==> src/design/hspd_pkg.sv <==
// types, constants and the quarter-wave sine table for the harmonic sine pwm duty block
package hspd_pkg;

    localparam int COEF_W   = 16;
    localparam int SINE_W   = 18;
    localparam int TERM_W   = 14;
    localparam int DUTY_W   = 11;
    localparam int PHASE_W  = 8;
    localparam int SLOT_W   = 6;
    localparam int NUM_HARM = 4;
    localparam int TERM_SHIFT  = 22;
    localparam int DRIVE_SHIFT = 20;

    typedef logic signed [COEF_W-1:0] t_coef;
    typedef logic signed [SINE_W-1:0] t_sine;
    typedef logic signed [TERM_W-1:0] t_term;

    // register indexes
    localparam logic CFG_DUTY_LIMIT = 1'b0;
    localparam logic CFG_JOIN_AMP   = 1'b1;

    // item modes
    localparam logic MODE_COMPUTE = 1'b0;
    localparam logic MODE_ADVANCE = 1'b1;

    localparam logic [DUTY_W-1:0] DUTY_LIMIT_RESET = 11'd1000;
    localparam logic [PHASE_W-1:0] QUARTER_TURN = 8'd64;

    localparam int HARM_MUL [NUM_HARM] = '{1, 3, 5, 7};

    // quarter-wave sine, unsigned q1.16 magnitude
    localparam logic [16:0] QUARTER_WAVE [65] = '{
        17'd0,     17'd1608,  17'd3215,  17'd4820,  17'd6423,  17'd8023,  17'd9615,  17'd11205,
        17'd12785, 17'd14359, 17'd15923, 17'd17480, 17'd19023, 17'd20557, 17'd22077, 17'd23585,
        17'd25080, 17'd26557, 17'd28019, 17'd29466, 17'd30894, 17'd32302, 17'd33692, 17'd35062,
        17'd36411, 17'd37737, 17'd39040, 17'd40320, 17'd41574, 17'd42806, 17'd44012, 17'd45189,
        17'd46341, 17'd47465, 17'd48558, 17'd49626, 17'd50660, 17'd51666, 17'd52639, 17'd53581,
        17'd54492, 17'd55368, 17'd56212, 17'd57021, 17'd57797, 17'd58540, 17'd59244, 17'd59914,
        17'd60547, 17'd61146, 17'd61706, 17'd62228, 17'd62715, 17'd63163, 17'd63572, 17'd63944,
        17'd64276, 17'd64571, 17'd64827, 17'd65042, 17'd65221, 17'd65359, 17'd65457, 17'd65516,
        17'd65536
    };

    // full-wave sine from the quarter table, mirrored by quadrant
    function automatic t_sine sine_rom(input logic [PHASE_W-1:0] addr);
        logic [6:0]  idx;
        logic [16:0] mag;
        idx = addr[6] ? (7'd64 - {1'b0, addr[5:0]}) : {1'b0, addr[5:0]};
        mag = QUARTER_WAVE[idx];
        return addr[7] ? -$signed({1'b0, mag}) : $signed({1'b0, mag});
    endfunction

endpackage

==> src/design/hspd_term.sv <==
// one harmonic term: sine and cosine weighted, truncated toward zero to an integer
module hspd_term (
    input  hspd_pkg::t_sine i_sin_val,
    input  hspd_pkg::t_sine i_cos_val,
    input  hspd_pkg::t_coef i_sin_coef,
    input  hspd_pkg::t_coef i_cos_coef,
    output hspd_pkg::t_term o_term
);

    logic signed [33:0] w_prod_s;
    logic signed [33:0] w_prod_c;
    logic signed [34:0] w_acc;
    logic signed [34:0] w_bias;
    logic signed [34:0] w_shift;

    assign w_prod_s = i_sin_val * i_sin_coef;
    assign w_prod_c = i_cos_val * i_cos_coef;
    assign w_acc    = 35'(w_prod_s) + 35'(w_prod_c);
    // round toward zero for negative sums
    assign w_bias   = w_acc[34] ? 35'sd4194303 : '0;
    assign w_shift  = (w_acc + w_bias) >>> hspd_pkg::TERM_SHIFT;
    assign o_term   = hspd_pkg::TERM_W'(w_shift);

endmodule

==> config.mk <==
export PLATFORM = sky130hd
export DESIGN_NAME = hspd_term
export DESIGN_NICKNAME = d
export VERILOG_FILES = /design/src/design/hspd_pkg.sv /design/src/design/hspd_term.sv
export SDC_FILE = /design/constraint.sdc
export NUM_CORES = 2
export LEC_CHECK = 0
export BUFFER_PORTS_ARGS = -buffer_cell sky130_fd_sc_hd__clkbuf_2
export CAP_MARGIN = 20
export CORE_MARGIN = 2
export CORE_UTILIZATION = 65
export DETAILED_ROUTE_END_ITERATION = 8
export PLACE_DENSITY = 0.83
export SYNTH_ARGS = -nofsm -noshare
export SYNTH_HDL_FRONTEND = slang
export SYNTH_SLANG_ARGS = --single-unit
==> constraint.sdc <==
create_clock -name vclk -period 24.9
set_clock_uncertainty 0.05 [all_clocks]
set_input_delay 7.47 -clock vclk [all_inputs]
set_output_delay 7.47 -clock vclk [all_outputs]
set_load 0.03 [all_outputs]
==> flow_metrics.tcl <==
set metrics [dict create \
    cts_hold_buffers 0 \
    dieArea_um2 36600 \
    path_buf_inv 10 \
    syn_inst 2466 \
    fin_setup_tns_ns 0 \
    vias_per_cell 5.68 \
    yosysWarnings 0 \
    multi_input_area_um2 20000 \
    relSlewSlack_pct 50.7 \
    dp.cells 2943 \
    worst_pin_slew_ns 0.734 \
    nets 3365 \
    crit_path_end_kind "output pin" \
    routed_wl_um 55500 \
    drcViolationCount 0 \
    cap_violations 0 \
    first_global_vias 18700 \
    std_cell_rows 68 \
    die_width_um 191 \
    muxShareOfSynthArea_pct 0.175 \
    seq_cells 0 \
    gp_congestion 0.939 \
    synth_top_family_by_area "adder cells" \
    slew_viol_final 0 \
    worstSetupEndpoint "o_term[13]" \
    hold_viol_final 0 \
    synth-simple-area-share_pct 15.8 \
    synthDistinctLibCells 74 \
    critPathKind "in -> out" \
    core_area_um2 34500 \
    register_area_um2 0 \
    crit_slowest_cell "or4b_1" \
    vias 16700 \
    synthesis.nets 3339 \
    drtAntennaViolNets 0 \
    final_util_pct 69.1 \
    fp.dieH_um 191 \
    ios 82 \
    drive_gt1_share_pct 6.51 \
    report.final.setup_viol 0 \
    syn_area_um2 22800 \
    dr.first_iter.drc_count 1094 \
    crit_top_cell "fa_1" \
    path_delay_family "adder cells" \
    status "completed" \
    hp-class "in -> out" \
    grtUsageTotal_pct 32.6 \
    synthTopCellsByArea "fa_1 57%, inv_1 11%, ha_1 8.8%" \
    hpwl_um 48700 \
    crit_path_max_incr_delay_ns 0.58 \
    whs_ns 17.04 \
    post-route-period-util_pct 98.8 \
    synth_top_area_share_pct 56.5 \
    synth-compound-area-share_pct 3.82 \
    startpoint "i_sin_coef[5]" \
    synth.avg_cell_area_um2 9.25 \
    drt_pass1_iterations 5 \
    start_util_pct 66.1 \
    arrival_ns 17.08 \
    fin_cells 2945 \
    grt_pass1_wl_um 92000 \
    min_period_ns 24.60 \
    grt_max_degree 20 \
    port_buffers 82 \
    grt_antenna_before_repair 1 \
    nClkBuffers 0 \
    required_ns 17.38 \
    avgRoutedWirePerCell_um 18.8 \
    diodes 0 \
    grt_overflow_total 0 \
    clock.fmax_mhz 40.7 \
    path_max_fanout 18 \
    yosysTopAreaCell "fa_1" \
    fillers 2621 \
    seq_area_frac_synth_pct 0 \
    worst-path-stages 35 \
    synth_fa_ha_area_share_pct 65.3 \
    areaGrowthSynthToFinish_pct 4.55 \
    synth-xor-area-share_pct 2.00 \
    startpoint_type "primary input" \
]
[through the flow]
step	instance area (µm²)	setup slack, ns
2_1_floorplan	22800	0.415
3_3_place_gp	23700	0.213
3_5_place_dp	23700	-0.212
4_1_cts	23700	0.0112
5_1_grt	23900	-0.0500
6_report	23900	0.305
[per-layer routing]
metal / up-vias / wire, µm / GRT usage, %
li1: 7118 / - / -
met1: 8685 / 19200 / 39.4
met2: 701 / 28700 / 57.1
met3: 219 / 3800 / 4.19
met4: 2 / 3760 / 17.2
met5: - / 15 / 0
[logic make-up (layout without fill, tap and decap cells)]
family / after synthesis / count (layout)
buffers and inverters: 779 / 803
AND/OR/NAND/NOR: 707 / 707
AO/OA/AOI/OAI: 119 / 119
adder cells (fa/ha/maj): 805 / 805
multiplexers: 4 / 4
XOR/XNOR: 52 / 52
[worst min-delay path, delay by kind of cell]
| kind | cells | cell delay (ns) |
|---|---|---|
| xor+xnor | 4 | 0.81 |
| buf+inv | 2 | 0.37 |
| simple gates | 3 | 0.40 |
| fa+ha+maj | 2 | 0.55 |
[worst min path at each step]
stage                         startpoint         end  slack (ns)  cells after the start
after floorplan            i_cos_val[17]  o_term[12]       16.27                      9
after global placement    i_cos_coef[15]   o_term[1]       17.02                     10
after detailed placement  i_cos_coef[15]   o_term[1]       17.07                     10
after CTS                 i_cos_coef[15]   o_term[1]       17.07                     10
after global routing      i_cos_coef[12]  o_term[12]       17.16                     11
final                     i_cos_coef[12]  o_term[12]       17.04                     11
[cells in the final DEF (no fill, tap or decap), types with 16 or more instances in the layout]
| master | instances |
|---|---|
| nand2_1 | 302 |
| a21oi_1 | 25 |
| and2_1 | 266 |
| nor2_1 | 35 |
| inv_1 | 693 |
| ha_1 | 159 |
| nor2b_1 | 22 |
| xor2_1 | 16 |
| clkbuf_2 | 49 |
| xnor2_1 | 35 |
| fa_1 | 640 |
| buf_2 | 20 |
| buf_4 | 24 |
| o21ai_0 | 20 |
[Yosys cell counts (all sizes together) (2+ instances only)]
library cell,number
mux2i,4
a2111oi,3
clkbuf,82
and2,268
a31oi,3
a21o,8
nor4,7
o311a,2
a211oi,7
fa,644
nor2b,23
nor3,6
a32oi,2
and3,12
or2,5
ha,161
a31o,3
o211ai,6
a21boi,3
xnor2,36
o21a,9
or3,6
nand3,12
xor2,16
a21oi,27
nand2,304
nand2b,9
a221o,4
a211o,2
o21ai,25
nand3b,2
or4,3
buf,2
inv,695
o211a,2
and4,2
a2111o,2
nor3b,2
nor2,36
nand4,5
[layout make-up]
| class | instances | area share [%] |
|---|---|---|
| tap | 455 | 2.39 |
| inverter | 695 | 10.9 |
| multi-input combinational | 1687 | 83.9 |
| timing repair buffer | 108 | 2.79 |
[timing repair]
action / in CTS / in global routing
setup buffers: 0 / 3
pin swaps: 0 / 9
endpoints found under the setup margin: 11 / 14
gates resized for setup: 3 / 83
hold endpoints to repair: 0 / 0
gates cloned: 0 / 0
Power is left out: the tool's default activity adds up to more than one toggle a clock period on the data nets, which glitch-free logic cannot reach.
